<file path="src/rtl/ssp_pkg.sv">
// Shared types, constants and tables for the Stanley steering and PID speed unit.
package ssp_pkg;

   // Field and datapath widths
   localparam int OFFSET_WIDTH = 12;
   localparam int CORDIC_STEPS = 16;
   localparam int ATAN_LEN     = 24;
   localparam int ATAN_IDX_W   = $clog2(ATAN_LEN);
   localparam int CORD_CNT_W   = (CORDIC_STEPS > 1) ? $clog2(CORDIC_STEPS) : 1;

   localparam int MUL_A_W   = 34;
   localparam int MUL_B_W   = 20;
   localparam int PROD_W    = MUL_A_W + MUL_B_W;
   localparam int MUL_CNT_W = $clog2(MUL_B_W);
   localparam int DIV_N_W   = PROD_W;
   localparam int DIV_D_W   = 20;
   localparam int DIV_CNT_W = $clog2(DIV_N_W);
   localparam int CORD_W    = 42;
   localparam int ANG_W     = 20;
   localparam int SUM_W     = 56;

   localparam logic signed [ANG_W-1:0] HALF_PI_Q16 = ANG_W'(102944);

   // Configuration register indexes
   localparam int CSR_IDX_W = 3;
   localparam logic [CSR_IDX_W-1:0] CSR_TARGET_SPEED = 3'd0;
   localparam logic [CSR_IDX_W-1:0] CSR_CROSS_GAIN   = 3'd1;
   localparam logic [CSR_IDX_W-1:0] CSR_PROP_GAIN    = 3'd2;
   localparam logic [CSR_IDX_W-1:0] CSR_INTEG_GAIN   = 3'd3;
   localparam logic [CSR_IDX_W-1:0] CSR_DERIV_GAIN   = 3'd4;

   typedef struct packed {
      logic [15:0]             left_angle;
      logic [15:0]             right_angle;
      logic [OFFSET_WIDTH-1:0] left_offset;
      logic [OFFSET_WIDTH-1:0] right_offset;
      logic [15:0]             speed_meas;
      logic [19:0]             time_step_us;
   } req_payload_type;

   typedef struct packed {
      logic [15:0]        accel_cmd;
      logic signed [15:0] steering_cmd;
   } rsp_payload_type;

   typedef enum logic [3:0] {
      ST_IDLE,
      ST_HEAD,
      ST_CTE,
      ST_YMUL,
      ST_CORD,
      ST_STEER,
      ST_PMUL,
      ST_IMUL1,
      ST_IDIV,
      ST_IMUL2,
      ST_DMUL1,
      ST_DMUL2,
      ST_DDIV,
      ST_OUT
   } state_type;

   // Arctangent of 2^-i in radians, Q16.
   function automatic logic [16:0] atan_lookup(input logic [ATAN_IDX_W-1:0] idx);
      logic [16:0] val;
      case (idx)
         5'd0:    val = 17'd51472;
         5'd1:    val = 17'd30386;
         5'd2:    val = 17'd16055;
         5'd3:    val = 17'd8150;
         5'd4:    val = 17'd4091;
         5'd5:    val = 17'd2047;
         5'd6:    val = 17'd1024;
         5'd7:    val = 17'd512;
         5'd8:    val = 17'd256;
         5'd9:    val = 17'd128;
         5'd10:   val = 17'd64;
         5'd11:   val = 17'd32;
         5'd12:   val = 17'd16;
         5'd13:   val = 17'd8;
         5'd14:   val = 17'd4;
         5'd15:   val = 17'd2;
         5'd16:   val = 17'd1;
         default: val = 17'd0;
      endcase
      return val;
   endfunction

endpackage

</file>
<file path="src/rtl/stanley_steering_pid_speed_unit.sv">
// Stanley steering and PID throttle controller, top level with sequencer.
// Throughput: one item at a time through the shared bit-serial units; the next item is
// taken in the cycle after the result is loaded, even while that result still waits.
// Reset is synchronous and active high: registers return to their reset values and the
// controller forgets its integral, last error and first-step flag.
module stanley_steering_pid_speed_unit import ssp_pkg::*; (
   input  logic                 clock,
   input  logic                 reset,
   input  logic                 req_valid,
   output logic                 req_stall,
   input  req_payload_type      req_data,
   output logic                 rsp_valid,
   input  logic                 rsp_stall,
   output rsp_payload_type      rsp_data,
   input  logic                 csr_write,
   input  logic [CSR_IDX_W-1:0] csr_index,
   input  logic [15:0]          csr_data
);

   state_type state_ff, state_in;
   logic      go_ff, go_in;
   logic      req_accept;
   logic      out_load;

   // Configuration and controller state
   logic [15:0]        tgt_ff, cg_ff, pg_ff, ig_ff, dg_ff;
   logic               first_done_ff;
   logic signed [31:0] integral_ff;
   logic signed [16:0] last_err_ff;
   logic               rsp_valid_ff;
   rsp_payload_type    rsp_data_ff;

   // Per-item working registers
   req_payload_type          req_ff;
   logic signed [ANG_W-1:0]  heading_ff;
   logic signed [17:0]       cte_ff;
   logic signed [15:0]       steer_ff;
   logic signed [SUM_W-1:0]  p_ff, i_ff, d_ff;

   // Shared arithmetic units
   logic               mul_start, mul_done, mul_use;
   logic [MUL_A_W-1:0] mul_a;
   logic [MUL_B_W-1:0] mul_b;
   logic [PROD_W-1:0]  prod;
   logic               div_start, div_done, div_use;
   logic [DIV_N_W-1:0] div_num;
   logic [DIV_D_W-1:0] div_den;
   logic [DIV_N_W-1:0] quot;
   logic               cord_start, cord_done;
   logic signed [CORD_W-1:0] cord_y, cord_x;
   logic signed [ANG_W-1:0]  ang;

   assign req_accept = req_valid && !req_stall;
   assign req_stall  = (state_ff != ST_IDLE);
   assign out_load   = (state_ff == ST_OUT) && (!rsp_valid_ff || !rsp_stall);

   // Heading error: mean angle less 90 degrees, wrapped, in units of 0.005 degree.
   logic [16:0]        angle_sum;
   logic signed [18:0] e_raw;
   logic signed [17:0] e_wrap;
   logic [17:0]        e_abs;
   logic [PROD_W-1:0]  head_rnd;
   logic [ANG_W-1:0]   head_mag;

   assign angle_sum = {1'b0, req_ff.left_angle} + {1'b0, req_ff.right_angle};
   assign e_raw     = signed'({2'b0, angle_sum}) - 19'sd18000;
   // Out-of-range angles can put the sum almost two turns high, so wrap once or twice.
   assign e_wrap    = (e_raw > 19'sd108000) ? 18'(e_raw - 19'sd144000)
                    : (e_raw > 19'sd36000)  ? 18'(e_raw - 19'sd72000) : 18'(e_raw);
   assign e_abs     = e_wrap[17] ? 18'(-e_wrap) : 18'(e_wrap);
   assign head_rnd  = prod + PROD_W'(32768);
   assign head_mag  = ANG_W'(head_rnd[PROD_W-1:16]);

   // Cross-track error as a rounded offset ratio.
   logic [OFFSET_WIDTH:0]   off_sum;
   logic                    off_neg;
   logic [OFFSET_WIDTH-1:0] off_dmag;
   logic                    sum_zero;
   logic [DIV_N_W-1:0]      cte_num;
   logic [17:0]             cte_abs;

   assign off_sum  = {1'b0, req_ff.left_offset} + {1'b0, req_ff.right_offset};
   assign off_neg  = (req_ff.left_offset < req_ff.right_offset);
   assign off_dmag = off_neg ? (req_ff.right_offset - req_ff.left_offset)
                             : (req_ff.left_offset - req_ff.right_offset);
   assign sum_zero = (off_sum == '0);
   assign cte_num  = DIV_N_W'({off_dmag, 16'b0}) + DIV_N_W'(off_sum >> 1);
   assign cte_abs  = cte_ff[17] ? 18'(-cte_ff) : 18'(cte_ff);

   // CORDIC operands: y = gain * cte * 36, x = target * 655360.
   logic [CORD_W-1:0] y_mag;

   assign y_mag  = (CORD_W'(prod) << 5) + (CORD_W'(prod) << 2);
   assign cord_y = cte_ff[17] ? -signed'(y_mag) : signed'(y_mag);
   assign cord_x = signed'((CORD_W'(tgt_ff) << 19) + (CORD_W'(tgt_ff) << 17));

   // Steering: scale the summed angle and saturate.
   logic signed [ANG_W-1:0] steer_sum;
   logic [ANG_W-1:0]        steer_abs;
   logic [PROD_W-1:0]       steer_rnd;
   logic [PROD_W-21:0]      steer_mag;
   logic signed [15:0]      steer_val;

   assign steer_sum = heading_ff + ang;
   assign steer_abs = steer_sum[ANG_W-1] ? ANG_W'(-steer_sum) : ANG_W'(steer_sum);
   assign steer_rnd = prod + PROD_W'(1 << 19);
   assign steer_mag = steer_rnd[PROD_W-1:20];

   always_comb begin
      if (!steer_sum[ANG_W-1]) begin
         steer_val = (steer_mag > (PROD_W-20)'(32767)) ? 16'sh7FFF
                                                      : signed'(steer_mag[15:0]);
      end else begin
         steer_val = (steer_mag > (PROD_W-20)'(32768)) ? 16'sh8000
                                                      : signed'(16'(16'd0 - steer_mag[15:0]));
      end
   end

   // Speed error, integral update and PID terms.
   logic signed [16:0] err;
   logic [16:0]        err_abs;
   logic signed [17:0] diff;
   logic [17:0]        diff_abs;
   logic [31:0]        integ_abs;
   logic [DIV_N_W-1:0] inc_num;
   logic signed [33:0] inc_s, integ_sum, lim;
   logic signed [31:0] integ_clamped;
   logic [PROD_W-1:0]  i_rnd;
   logic [SUM_W-1:0]   i_mag;
   logic [DIV_N_W-1:0] d_num;
   logic signed [SUM_W-1:0] outq;
   logic [15:0]        accel_val;

   assign err       = signed'({1'b0, tgt_ff}) - signed'({1'b0, req_ff.speed_meas});
   assign err_abs   = err[16] ? 17'(-err) : 17'(err);
   assign diff      = 18'(err) - 18'(last_err_ff);
   assign diff_abs  = diff[17] ? 18'(-diff) : 18'(diff);
   assign integ_abs = integral_ff[31] ? 32'(-integral_ff) : 32'(integral_ff);
   assign inc_num   = (prod << 2) + DIV_N_W'(7812);
   assign inc_s     = err[16] ? -signed'(34'(quot)) : signed'(34'(quot));
   assign integ_sum = 34'(integral_ff) + inc_s;
   assign lim       = signed'((34'(tgt_ff) << 11) + (34'(tgt_ff) << 9));

   always_comb begin
      if (integ_sum > lim) begin
         integ_clamped = 32'(lim);
      end else if (integ_sum < -lim) begin
         integ_clamped = 32'(-lim);
      end else begin
         integ_clamped = 32'(integ_sum);
      end
   end

   assign i_rnd = prod + PROD_W'(128);
   assign i_mag = SUM_W'(i_rnd >> 8);
   assign d_num = prod + DIV_N_W'(req_ff.time_step_us >> 1);
   assign outq  = p_ff + i_ff + d_ff;

   always_comb begin
      if (outq < 0) begin
         accel_val = 16'd0;
      end else if (outq > SUM_W'(65535)) begin
         accel_val = 16'hFFFF;
      end else begin
         accel_val = outq[15:0];
      end
   end

   // Next state
   always_comb begin
      state_in = state_ff;
      case (state_ff)
         ST_IDLE:  if (req_accept) state_in = ST_HEAD;
         ST_HEAD:  if (mul_done) state_in = ST_CTE;
         ST_CTE:   if (sum_zero || div_done) state_in = ST_YMUL;
         ST_YMUL:  if (mul_done) state_in = ST_CORD;
         ST_CORD:  if (cord_done) state_in = ST_STEER;
         ST_STEER: if (mul_done) state_in = ST_PMUL;
         ST_PMUL:  if (mul_done) state_in = first_done_ff ? ST_IMUL1 : ST_OUT;
         ST_IMUL1: if (mul_done) state_in = ST_IDIV;
         ST_IDIV:  if (div_done) state_in = ST_IMUL2;
         ST_IMUL2: begin
            if (mul_done) begin
               state_in = (req_ff.time_step_us == '0) ? ST_OUT : ST_DMUL1;
            end
         end
         ST_DMUL1: if (mul_done) state_in = ST_DMUL2;
         ST_DMUL2: if (mul_done) state_in = ST_DDIV;
         ST_DDIV:  if (div_done) state_in = ST_OUT;
         ST_OUT:   if (out_load) state_in = ST_IDLE;
         default:  state_in = ST_IDLE;
      endcase
   end

   assign go_in = (state_in != state_ff);

   // Unit operands and start strobes for each state
   always_comb begin
      mul_use = 1'b0;
      mul_a   = '0;
      mul_b   = '0;
      div_use = 1'b0;
      div_num = '0;
      div_den = '0;
      case (state_ff)
         ST_HEAD: begin
            mul_use = 1'b1;
            mul_a   = MUL_A_W'(e_abs);
            mul_b   = MUL_B_W'(374807);
         end
         ST_CTE: begin
            div_use = !sum_zero;
            div_num = cte_num;
            div_den = DIV_D_W'(off_sum);
         end
         ST_YMUL: begin
            mul_use = 1'b1;
            mul_a   = MUL_A_W'(cte_abs);
            mul_b   = MUL_B_W'(cg_ff);
         end
         ST_STEER: begin
            mul_use = 1'b1;
            mul_a   = MUL_A_W'(steer_abs);
            mul_b   = MUL_B_W'(65711);
         end
         ST_PMUL: begin
            mul_use = 1'b1;
            mul_a   = MUL_A_W'(err_abs);
            mul_b   = MUL_B_W'(pg_ff);
         end
         ST_IMUL1: begin
            mul_use = 1'b1;
            mul_a   = MUL_A_W'(err_abs);
            mul_b   = MUL_B_W'(req_ff.time_step_us);
         end
         ST_IDIV: begin
            div_use = 1'b1;
            div_num = inc_num;
            div_den = DIV_D_W'(15625);
         end
         ST_IMUL2: begin
            mul_use = 1'b1;
            mul_a   = MUL_A_W'(integ_abs);
            mul_b   = MUL_B_W'(ig_ff);
         end
         ST_DMUL1: begin
            mul_use = 1'b1;
            mul_a   = MUL_A_W'(diff_abs);
            mul_b   = MUL_B_W'(dg_ff);
         end
         ST_DMUL2: begin
            mul_use = 1'b1;
            mul_a   = prod[MUL_A_W-1:0];
            mul_b   = MUL_B_W'(1000000);
         end
         ST_DDIV: begin
            div_use = 1'b1;
            div_num = d_num;
            div_den = DIV_D_W'(req_ff.time_step_us);
         end
         default: begin
            mul_use = 1'b0;
         end
      endcase
   end

   assign mul_start  = go_ff && mul_use;
   assign div_start  = go_ff && div_use;
   assign cord_start = go_ff && (state_ff == ST_CORD);

   ssp_mul u_mul (
      .clock (clock),
      .reset (reset),
      .start (mul_start),
      .a_mag (mul_a),
      .b_mag (mul_b),
      .done  (mul_done),
      .prod  (prod)
   );

   ssp_div u_div (
      .clock (clock),
      .reset (reset),
      .start (div_start),
      .num   (div_num),
      .den   (div_den),
      .done  (div_done),
      .quot  (quot)
   );

   ssp_cordic u_cordic (
      .clock (clock),
      .reset (reset),
      .start (cord_start),
      .y_in  (cord_y),
      .x_in  (cord_x),
      .done  (cord_done),
      .ang   (ang)
   );

   // Control state, configuration and controller memory
   always_ff @(posedge clock) begin
      if (reset) begin
         state_ff      <= ST_IDLE;
         go_ff         <= 1'b0;
         tgt_ff        <= 16'd0;
         cg_ff         <= 16'd256;
         pg_ff         <= 16'd0;
         ig_ff         <= 16'd0;
         dg_ff         <= 16'd0;
         first_done_ff <= 1'b0;
         integral_ff   <= '0;
         last_err_ff   <= '0;
         rsp_valid_ff  <= 1'b0;
      end else begin
         state_ff <= state_in;
         go_ff    <= go_in;
         if (csr_write) begin
            case (csr_index)
               CSR_TARGET_SPEED: tgt_ff <= csr_data;
               CSR_CROSS_GAIN:   cg_ff  <= csr_data;
               CSR_PROP_GAIN:    pg_ff  <= csr_data;
               CSR_INTEG_GAIN:   ig_ff  <= csr_data;
               CSR_DERIV_GAIN:   dg_ff  <= csr_data;
               default:          tgt_ff <= tgt_ff;
            endcase
         end
         if ((state_ff == ST_IDIV) && div_done) begin
            integral_ff <= integ_clamped;
         end
         if (out_load) begin
            first_done_ff <= 1'b1;
            last_err_ff   <= err;
            if (!first_done_ff) begin
               integral_ff <= '0;
            end
         end
         if (out_load) begin
            rsp_valid_ff <= 1'b1;
         end else if (!rsp_stall) begin
            rsp_valid_ff <= 1'b0;
         end
      end
   end

   // Per-item datapath registers
   always_ff @(posedge clock) begin
      if (req_accept) begin
         req_ff <= req_data;
         i_ff   <= '0;
         d_ff   <= '0;
      end
      if ((state_ff == ST_HEAD) && mul_done) begin
         heading_ff <= e_wrap[17] ? -signed'(head_mag) : signed'(head_mag);
      end
      if (state_ff == ST_CTE) begin
         if (sum_zero) begin
            cte_ff <= '0;
         end else if (div_done) begin
            cte_ff <= off_neg ? -signed'(18'(quot)) : signed'(18'(quot));
         end
      end
      if ((state_ff == ST_STEER) && mul_done) begin
         steer_ff <= steer_val;
      end
      if ((state_ff == ST_PMUL) && mul_done) begin
         p_ff <= err[16] ? -signed'(SUM_W'(prod)) : signed'(SUM_W'(prod));
      end
      if ((state_ff == ST_IMUL2) && mul_done) begin
         i_ff <= integral_ff[31] ? -signed'(i_mag) : signed'(i_mag);
      end
      if ((state_ff == ST_DDIV) && div_done) begin
         d_ff <= diff[17] ? -signed'(SUM_W'(quot)) : signed'(SUM_W'(quot));
      end
      if (out_load) begin
         rsp_data_ff.accel_cmd    <= accel_val;
         rsp_data_ff.steering_cmd <= steer_ff;
      end
   end

   assign rsp_valid = rsp_valid_ff;
   assign rsp_data  = rsp_data_ff;

`ifndef SYNTHESIS
   // The multiplier only finishes in a state that issued a multiply.
   assert property (@(posedge clock) disable iff (reset)
      mul_done |-> (state_ff == ST_HEAD || state_ff == ST_YMUL || state_ff == ST_STEER ||
                    state_ff == ST_PMUL || state_ff == ST_IMUL1 || state_ff == ST_IMUL2 ||
                    state_ff == ST_DMUL1 || state_ff == ST_DMUL2))
      else $error("multiplier finished outside a multiply state");

   // The divider only finishes in a state that issued a divide.
   assert property (@(posedge clock) disable iff (reset)
      div_done |-> (state_ff == ST_CTE || state_ff == ST_IDIV || state_ff == ST_DDIV))
      else $error("divider finished outside a divide state");

   // The CORDIC result is consumed only in its own state.
   assert property (@(posedge clock) disable iff (reset)
      cord_done |-> (state_ff == ST_CORD))
      else $error("CORDIC finished outside its state");

   // After an integral update the sum lies within the anti-windup limit.
   assert property (@(posedge clock) disable iff (reset)
      (state_ff == ST_IMUL2) |-> (integral_ff <= lim && integral_ff >= -lim))
      else $error("integral outside anti-windup limit");
`endif

endmodule

</file>
<file path="src/rtl/ssp_mul.sv">
// Bit-serial shift-and-add multiplier for unsigned magnitudes.
module ssp_mul import ssp_pkg::*; (
   input  logic               clock,
   input  logic               reset,
   input  logic               start,
   input  logic [MUL_A_W-1:0] a_mag,
   input  logic [MUL_B_W-1:0] b_mag,
   output logic               done,
   output logic [PROD_W-1:0]  prod
);

   logic                 busy_ff, busy_in;
   logic                 done_ff, done_in;
   logic [MUL_CNT_W-1:0] cnt_ff, cnt_in;
   logic [PROD_W-1:0]    acc_ff, acc_in;
   logic [PROD_W-1:0]    aa_ff, aa_in;
   logic [MUL_B_W-1:0]   bb_ff, bb_in;

   // One multiplier bit per cycle, least significant first.
   always_comb begin
      busy_in = busy_ff;
      done_in = 1'b0;
      cnt_in  = cnt_ff;
      acc_in  = acc_ff;
      aa_in   = aa_ff;
      bb_in   = bb_ff;
      if (start) begin
         busy_in = 1'b1;
         cnt_in  = '0;
         acc_in  = '0;
         aa_in   = PROD_W'(a_mag);
         bb_in   = b_mag;
      end else if (busy_ff) begin
         if (bb_ff[0]) begin
            acc_in = acc_ff + aa_ff;
         end
         aa_in  = aa_ff << 1;
         bb_in  = bb_ff >> 1;
         cnt_in = cnt_ff + 1'b1;
         if (cnt_ff == MUL_CNT_W'(MUL_B_W - 1)) begin
            busy_in = 1'b0;
            done_in = 1'b1;
         end
      end
   end

   always_ff @(posedge clock) begin
      if (reset) begin
         busy_ff <= 1'b0;
         done_ff <= 1'b0;
      end else begin
         busy_ff <= busy_in;
         done_ff <= done_in;
      end
   end

   always_ff @(posedge clock) begin
      cnt_ff <= cnt_in;
      acc_ff <= acc_in;
      aa_ff  <= aa_in;
      bb_ff  <= bb_in;
   end

   assign done = done_ff;
   assign prod = acc_ff;

endmodule

</file>
<file path="src/rtl/ssp_div.sv">
// Bit-serial restoring divider for unsigned magnitudes.
module ssp_div import ssp_pkg::*; (
   input  logic               clock,
   input  logic               reset,
   input  logic               start,
   input  logic [DIV_N_W-1:0] num,
   input  logic [DIV_D_W-1:0] den,
   output logic               done,
   output logic [DIV_N_W-1:0] quot
);

   logic                 busy_ff, busy_in;
   logic                 done_ff, done_in;
   logic [DIV_CNT_W-1:0] cnt_ff, cnt_in;
   logic [DIV_N_W-1:0]   q_ff, q_in;
   logic [DIV_D_W-1:0]   rem_ff, rem_in;
   logic [DIV_D_W-1:0]   den_ff, den_in;
   logic [DIV_D_W:0]     trial;
   logic [DIV_D_W:0]     trial_sub;
   logic                 fits;

   // Bring down one dividend bit and try the subtraction.
   assign trial     = {rem_ff, q_ff[DIV_N_W-1]};
   assign trial_sub = trial - {1'b0, den_ff};
   assign fits      = (trial >= {1'b0, den_ff});

   always_comb begin
      busy_in = busy_ff;
      done_in = 1'b0;
      cnt_in  = cnt_ff;
      q_in    = q_ff;
      rem_in  = rem_ff;
      den_in  = den_ff;
      if (start) begin
         busy_in = 1'b1;
         cnt_in  = '0;
         q_in    = num;
         rem_in  = '0;
         den_in  = den;
      end else if (busy_ff) begin
         q_in   = {q_ff[DIV_N_W-2:0], fits};
         rem_in = fits ? trial_sub[DIV_D_W-1:0] : trial[DIV_D_W-1:0];
         cnt_in = cnt_ff + 1'b1;
         if (cnt_ff == DIV_CNT_W'(DIV_N_W - 1)) begin
            busy_in = 1'b0;
            done_in = 1'b1;
         end
      end
   end

   always_ff @(posedge clock) begin
      if (reset) begin
         busy_ff <= 1'b0;
         done_ff <= 1'b0;
      end else begin
         busy_ff <= busy_in;
         done_ff <= done_in;
      end
   end

   always_ff @(posedge clock) begin
      cnt_ff <= cnt_in;
      q_ff   <= q_in;
      rem_ff <= rem_in;
      den_ff <= den_in;
   end

   assign done = done_ff;
   assign quot = q_ff;

endmodule

</file>
<file path="src/rtl/ssp_cordic.sv">
// Iterative vectoring CORDIC that returns atan2(y, x) for x >= 0 in Q16 radians.
module ssp_cordic import ssp_pkg::*; (
   input  logic                     clock,
   input  logic                     reset,
   input  logic                     start,
   input  logic signed [CORD_W-1:0] y_in,
   input  logic signed [CORD_W-1:0] x_in,
   output logic                     done,
   output logic signed [ANG_W-1:0]  ang
);

   logic                    busy_ff, busy_in;
   logic                    done_ff, done_in;
   logic [CORD_CNT_W-1:0]   cnt_ff, cnt_in;
   logic signed [CORD_W-1:0] x_ff, x_in_n;
   logic signed [CORD_W-1:0] y_ff, y_in_n;
   logic signed [ANG_W-1:0]  z_ff, z_in;
   logic signed [CORD_W-1:0] dx, dy;
   logic signed [ANG_W-1:0]  step_ang;

   // Shifted operands and table angle of the current iteration.
   assign dx       = y_ff >>> cnt_ff;
   assign dy       = x_ff >>> cnt_ff;
   assign step_ang = signed'(ANG_W'(atan_lookup(ATAN_IDX_W'(cnt_ff))));

   always_comb begin
      busy_in = busy_ff;
      done_in = 1'b0;
      cnt_in  = cnt_ff;
      x_in_n  = x_ff;
      y_in_n  = y_ff;
      z_in    = z_ff;
      if (start) begin
         cnt_in = '0;
         x_in_n = x_in;
         y_in_n = y_in;
         z_in   = '0;
         if (y_in == '0) begin
            done_in = 1'b1;
         end else if (x_in == '0) begin
            z_in    = y_in[CORD_W-1] ? -HALF_PI_Q16 : HALF_PI_Q16;
            done_in = 1'b1;
         end else begin
            busy_in = 1'b1;
         end
      end else if (busy_ff) begin
         // Rotate toward the x axis by the sign of y.
         if (!y_ff[CORD_W-1]) begin
            x_in_n = x_ff + dx;
            y_in_n = y_ff - dy;
            z_in   = z_ff + step_ang;
         end else begin
            x_in_n = x_ff - dx;
            y_in_n = y_ff + dy;
            z_in   = z_ff - step_ang;
         end
         cnt_in = cnt_ff + 1'b1;
         if (cnt_ff == CORD_CNT_W'(CORDIC_STEPS - 1)) begin
            busy_in = 1'b0;
            done_in = 1'b1;
         end
      end
   end

   always_ff @(posedge clock) begin
      if (reset) begin
         busy_ff <= 1'b0;
         done_ff <= 1'b0;
      end else begin
         busy_ff <= busy_in;
         done_ff <= done_in;
      end
   end

   always_ff @(posedge clock) begin
      cnt_ff <= cnt_in;
      x_ff   <= x_in_n;
      y_ff   <= y_in_n;
      z_ff   <= z_in;
   end

   assign done = done_ff;
   assign ang  = z_ff;

endmodule
</file>
<file path="config.mk">
export PLATFORM = sky130hd
export DESIGN_NAME = stanley_steering_pid_speed_unit
export DESIGN_NICKNAME = d
export VERILOG_FILES = /design/src/rtl/ssp_pkg.sv /design/src/rtl/stanley_steering_pid_speed_unit.sv /design/src/rtl/ssp_mul.sv /design/src/rtl/ssp_div.sv /design/src/rtl/ssp_cordic.sv
export SDC_FILE = /design/constraint.sdc
export NUM_CORES = 2
export LEC_CHECK = 0
export BUFFER_PORTS_ARGS = -buffer_cell sky130_fd_sc_hd__buf_2
export CAP_MARGIN = 10
export CORE_MARGIN = 5
export CORE_UTILIZATION = 37
export DETAILED_ROUTE_END_ITERATION = 10
export PLACE_DENSITY_LB_ADDON = 0.15
export SYNTH_ARGS = -nofsm -noshare
export SYNTH_HDL_FRONTEND = slang
export SYNTH_HIERARCHICAL = 1
export SYNTH_SLANG_ARGS = --single-unit
</file>
<file path="constraint.sdc">
create_clock -name clock -period 22.4 [get_ports clock]
set_input_delay 2.24 -clock clock [delete_from_list [all_inputs] [get_ports clock]]
set_output_delay 2.24 -clock clock [all_outputs]
set_load 0.02 [all_outputs]
</file>
== Yosys cells after proc, flatten, opt, wreduce, memory -nomap -nowiden ==
Memories as Yosys holds them, arrays and structs flattened. A register that Yosys moved wholly into a read port is not among the register bits.
Index checks and enable logic that the tools add are counted.

* Reduce and logical (&&, ||, !) cells: 43
* Shift-type cells: 2
* $add $sub $neg: 48
* Mux-type cells: 93
* $lt $le $gt $ge: 10
* Equality and inequality tests: 24
* Bitwise operators: 2

{| class="wikitable"
|+ Operators by type and width
! kind !! count
|-
| $mux W42 || 7
|-
| $mux W56 || 5
|-
| $pmux W34 S7 || 1
|-
| $mux W20 || 11
|-
| $mux W32 || 6
|-
| $mux W54 || 3
|-
| $pmux W54 S3 || 1
|-
| $pmux W20 S8 || 1
|-
| $add A42 B42 Y42 || 3
|-
| $mux W18 || 7
|-
| $add A56 B56 Y56 || 2
|-
| $neg A54 Y56 || 2
|-
| $mux W34 || 3
|-
| $logic_not A42 Y1 || 2
|-
| $sshr A42 B4 Y42 || 2
|-
| $sub A42 B42 Y42 || 2
|-
| $neg A18 Y18 || 4
|-
| $mux W4 || 17
|-
| $mux W16 || 4
|-
| $pmux W20 S3 || 1
|-
| $gt A56 B17 Y1 const B || 1
|-
| $lt A56 B1 Y1 const B || 1
|-
| $neg A46 Y56 || 1
|-
| $pmux W4 S14 || 1
|-
| 70 further kinds || 134
|}

* Memories: 1
* Word-level logic and storage cells: 268
* Register bits after elaboration: 829
* Input port bits: 116
* ROM bits: 256

{| class="wikitable"
|+ Memories
! name !! depth !! bits a word !! rd ports !! clocked after Yosys merged registers in !! wr ports !! RTL line !! source
|-
| (name not given) || 16 || 16 || 1 || 1 || 0 || ssp_pkg.sv:66 || <nowiki>case (idx)</nowiki>
|}

== Longest topological paths before layout ==
* Word-level depth: 9
* Depth in mapped cells: 40
* Depth with buffers taken out: 36

== Cells and area by module ==
Netlist, hierarchy kept.

{| class="wikitable"
|+ Modules (own cells, without submodules)
! module !! cells an instance !! instances !! area an instance (um2)
|-
| stanley_steering_pid_speed_unit || 5697 || 1 || 46618.5
|-
| ssp_cordic || 2055 || 1 || 17934.7
|-
| ssp_mul || 914 || 1 || 8393.0
|-
| ssp_div || 432 || 1 || 5215.0
|}

== Least setup slack after synthesis ==
OpenSTA, ideal clock, no wires.

* Path type: reg-to-reg
* Start point: reg tgt_ff[0]
* End point: reg integral_ff[21]
* Setup time: 0.117 ns
* Arrival time: 7.771 ns
* Setup slack: 14.513 ns
* Buffers on the path: 4
* Cell stages (with the launch flop): 39
* Cell sequence: dfxtp_1 -> inv_1 -> ha_1 -> inv_1 -> fa_1 -> a211o_1 -> a21oi_1 -> o31ai_1 -> a21oi_1 -> or3_1 -> o21ai_0 -> clkbuf_1 -> buf_1 -> nor2_1 -> xor2_1 -> ha_1 -> a21o_1 -> a21o_1 -> (+3 left out) -> o31a_1 -> a21o_1 -> o21ai_0 -> xor2_1 -> ha_1 -> nand4b_1 -> nor4_1 -> nand3_1 -> or4_1 -> o41ai_1 -> a21oi_1 -> nor4_1 -> a21oi_1 -> buf_2 -> clkbuf_1 -> nor2_1 -> a21oi_1 -> a22o_1

* Word-level cells in the longest chain between the ends: 9
* Elaborated cells on any way between the ends: 12

{| class="wikitable"
|+ Ends and longest elaborated chain
! what !! RTL line !! source
|-
| start: declaration || stanley_steering_pid_speed_unit.sv:26 || <nowiki>logic [15:0] tgt_ff, cg_ff, pg_ff, ig_ff, dg_ff;</nowiki>
|-
| start signal: assignment || stanley_steering_pid_speed_unit.sv:320 || <nowiki>CSR_TARGET_SPEED: tgt_ff <= csr_data;</nowiki>
|-
| start signal: assignment || stanley_steering_pid_speed_unit.sv:325 || <nowiki>default: tgt_ff <= tgt_ff;</nowiki>
|-
| $sub A16 B16 Y17 || stanley_steering_pid_speed_unit.sv:134 || <nowiki>assign err = signed'({1'b0, tgt_ff}) - signed'({1'b0, req_ff.speed_meas});</nowiki>
|-
| $mux W34 || stanley_steering_pid_speed_unit.sv:140 || <nowiki>assign inc_s = err[16] ? -signed'(34'(quot)) : signed'(34'(quot));</nowiki>
|-
| $add A32 B34 Y34 || stanley_steering_pid_speed_unit.sv:141 || <nowiki>assign integ_sum = 34'(integral_ff) + inc_s;</nowiki>
|-
| $lt A34 B34 Y1 || stanley_steering_pid_speed_unit.sv:147 || <nowiki>end else if (integ_sum < -lim) begin</nowiki>
|-
| $mux W32 || stanley_steering_pid_speed_unit.sv:147 ||
|-
| $mux W32 (*) || stanley_steering_pid_speed_unit.sv:145 || <nowiki>if (integ_sum > lim) begin</nowiki>
|-
| $mux W32 (*) || stanley_steering_pid_speed_unit.sv:328 || <nowiki>if ((state_ff == ST_IDIV) && div_done) begin</nowiki>
|-
| $mux W32 || stanley_steering_pid_speed_unit.sv:334 || <nowiki>if (!first_done_ff) begin</nowiki>
|-
| $mux W32 (*) || stanley_steering_pid_speed_unit.sv:331 || <nowiki>if (out_load) begin</nowiki>
|-
| end signal: assignment || stanley_steering_pid_speed_unit.sv:329 || <nowiki>integral_ff <= integ_clamped;</nowiki>
|-
| end: declaration || stanley_steering_pid_speed_unit.sv:28 || <nowiki>logic signed [31:0] integral_ff;</nowiki>
|}

Mark *: on every way between the ends. The rest lies on a longest branch, timed or not.
A chain may end at the register's enable or synchronous reset.

== Worst setup path in the final report ==
* Start point: reg tgt_ff[0]
* End point: reg integral_ff[29]

The elaborated chain is that of the path after synthesis.

==> impl_results.md <==
* Status: finished, final reports clean
* Longest Clk Path Bufs at 3
* Die width at 470 µm
* Initial core utilization at 0.372
* Cts bufs inserted at 110
* Die area at 0.221 mm²
* Fin crit share at 0.452
* Setup bufs post-CTS at 0
* Routed wire length per instance at 25.0 µm
* Total GRT Usage at 0.259
* Mapped Area at 0.0782 mm²
* TritonCTS clock tree: built
* Final Skew at 37.5 ps
* Sink Count at 845
* Port bufs at 149
* H-tree Lvls at 3
* Synth Register Bits at 845
* Core area at 0.210 mm²
* DR pass1 iterations at 10
* I/O pin count at 150
* Vias/cell at 5.94
* Share of the synthesized area in the top cell type at 0.222
* YS warnings at 6
* CP endpoint kind: flop
* Achievable frequency at 98.8 MHz
* Async SR Flop Fraction at 0
* Final hold vios at 0
* Crit Path Category: flop to flop
* Number of max-cap violations at 0
* ANT nets after route at 0
* Vias in the first global route at 67.2k
* R2R setup slack at 12280 ps
* Die Y at 470 µm
* Vias at 71.1k
* Relative slew slack at 0.0268
* Commonest cells after routing, fill and taps aside: nand2_1 (990), nor2_1 (754), a21oi_1 (748), xnor2_1 (584), edfxtp_1 (578)
* First DRT Iteration DRCs at 7177
* Average size of a mapped cell at 8.59 µm²
* Global-route wire length before repair at 442000 µm
* Worst skew pair latency at 790 ps
* Most common cell after layout, fill and taps aside: nand2_1
* Sequential area share after synthesis at 0.290
* Post-synth top area cell: edfxtp_1
* Post-Synthesis Cells at 9098
* Max-slew violations at 0
* Top cell by count, worst path: a21oi_1
* Area Growth Syn to Fin at 9.36%
* Initial antenna violation count at 23
* Root Buffer: clkbuf_16
* Least-Margin Pin Slew at 1450 ps
* Critical Path RT at 23100 ps
* GPL Wtd Cong at 0.954
* Post-synth cell types at 131
* HP Class: flop to flop
* CP Data Arrival Time at 10820 ps
* Primary FF master, synth: edfxtp_1
* # resized after CTS at 0
* GRT overflow at 0
* Clock period minus worst slack at 10120 ps
* Drc violations at 0
* RSZ-0062 raised after global routing: false
* Worst-path fanout max at 69
* Largest net degree at the start of global routing at 99
* Setup tns final at 0 ps
* VDD IR-drop max at 0.0605 mV
* P per Cell Area at 73.8 mW/mm²
* Leakage power at 32.9 nW
* Top cells by area, synth: edfxtp_1 (22%), ha_1 (8.6%), dfxtp_1 (6.8%)
* Critical Path Source Type: flop
* Post-Route WL at 299000 µm
* Final std cells w/o fill at 12.0k
* Row cnt at 168
* Clk slew on worst S/H paths at 60 ps
* Number of hold buffers added after CTS at 0
* Layout Nets at 9793
* # setup viols final at 0
* EDFF count, synth at 578
* CP max stage delay at 610 ps
* CP max-delay cell: o31ai_1
* Share of layout cells above drive strength 1 at 0.0960
* Placed Instances at 11.8k
* HPWL Detailed at 231000 µm
==> power breakdown <==
part	internal, mW	switching (mW)
sequential	1.77	0.0616
combinational	0.903	1.73
clock	1.07	0.773
==> worst max-delay path, delay by kind of cell (launching register included) <==
family	cells	cell delay, ps
DFF	1	600
and+or+nand+nor	11	2870
buffers and inverters	7	1670
AOI/OAI and AO/OA	15	3220
adders and majority gates	4	1160
xor gates and xnor gates	1	430
==> flip-flops by register name (all words and copies together), names as in the netlist, 32 cells and up <==
name,cells
req_ff,92
d_ff,56
i_ff,56
p_ff,56
u_div/quot,54
u_mul/aa_ff,54
u_mul/prod,54
u_cordic/x_ff,42
u_cordic/y_ff,42
integral_ff,32
rsp_data,32
==> cell usage after synthesis, drive strengths merged, types with 133 or more instances <==
| library cell | number |
|---|---|
| nand4 | 133 |
| clkbuf | 348 |
| nor3 | 183 |
| a21oi | 753 |
| a21o | 201 |
| mux2 | 171 |
| dfxtp | 267 |
| nand2 | 997 |
| nor2 | 763 |
| ha | 539 |
| nand3 | 188 |
| o21ai | 553 |
| xor2 | 352 |
| inv | 378 |
| edfxtp | 578 |
| xnor2 | 585 |
| buf | 135 |
==> area by class of cell <==
cell class | count | area (µm²)
diodes | 9 | 22.5
clock inverters | 75 | 723
fillers | 21100 | 125000
inverters | 380 | 1430
multi-input cells | 7439 | 52300
well taps | 2805 | 3510
clock buffers | 134 | 2980
repair buffers | 290 | 1830
flip-flops and latches | 845 | 22700
==> cell families (layout without fill, tap and decap cells) <==
group,count (synthesis),after routing,synth area share
other,1,59,0.0000480
flip-flops,845,845,0.290
adder cells (fa/ha/maj),611,611,0.105
AND/OR/NAND/NOR,2948,2948,0.179
XOR/XNOR,938,938,0.105
AO/OA/AOI/OAI,2498,2498,0.206
buffers and inverters,863,879,0.0450
multiplexers,394,394,0.0693
==> routing by layer <==
layer  global-route usage  wire length [µm]  up-vias
met5                    0                40        -
met4               0.0745              8740        6
met3               0.0427             22900      387
met2                0.402            131000     2677
met1                0.371            136000    34800
li1                     -                 -    33200
==> worst paths after layout <==
path                          start                         end  depth (start not counted)
max          tgt_ff[0]$_SDFFE_PP0P_  integral_ff[29]$_SDFF_PP0_                         38
min           steer_ff[0]$_DFFE_PP_       rsp_data[0]$_DFFE_PP_                          0
max reg2reg  tgt_ff[0]$_SDFFE_PP0P_  integral_ff[29]$_SDFF_PP0_                         38
min reg2reg   steer_ff[0]$_DFFE_PP_       rsp_data[0]$_DFFE_PP_                          0
==> per-stage QoR <==
stage                     total power, mW  instance area [µm²]  hold slack (ps)  utilization  setup WS [ps]
after floorplan                      3.60                78300              400            -          14510
after global placement               4.42                81800              408        0.389          12660
after detailed placement             4.43                81800              405        0.389          12540
after CTS                            6.31                85500              418        0.407          12490
after global routing                 6.62                85500              435        0.407          11580
final                                6.31                85500              419        0.407          12280
Power figures use the tool's default switching activity.
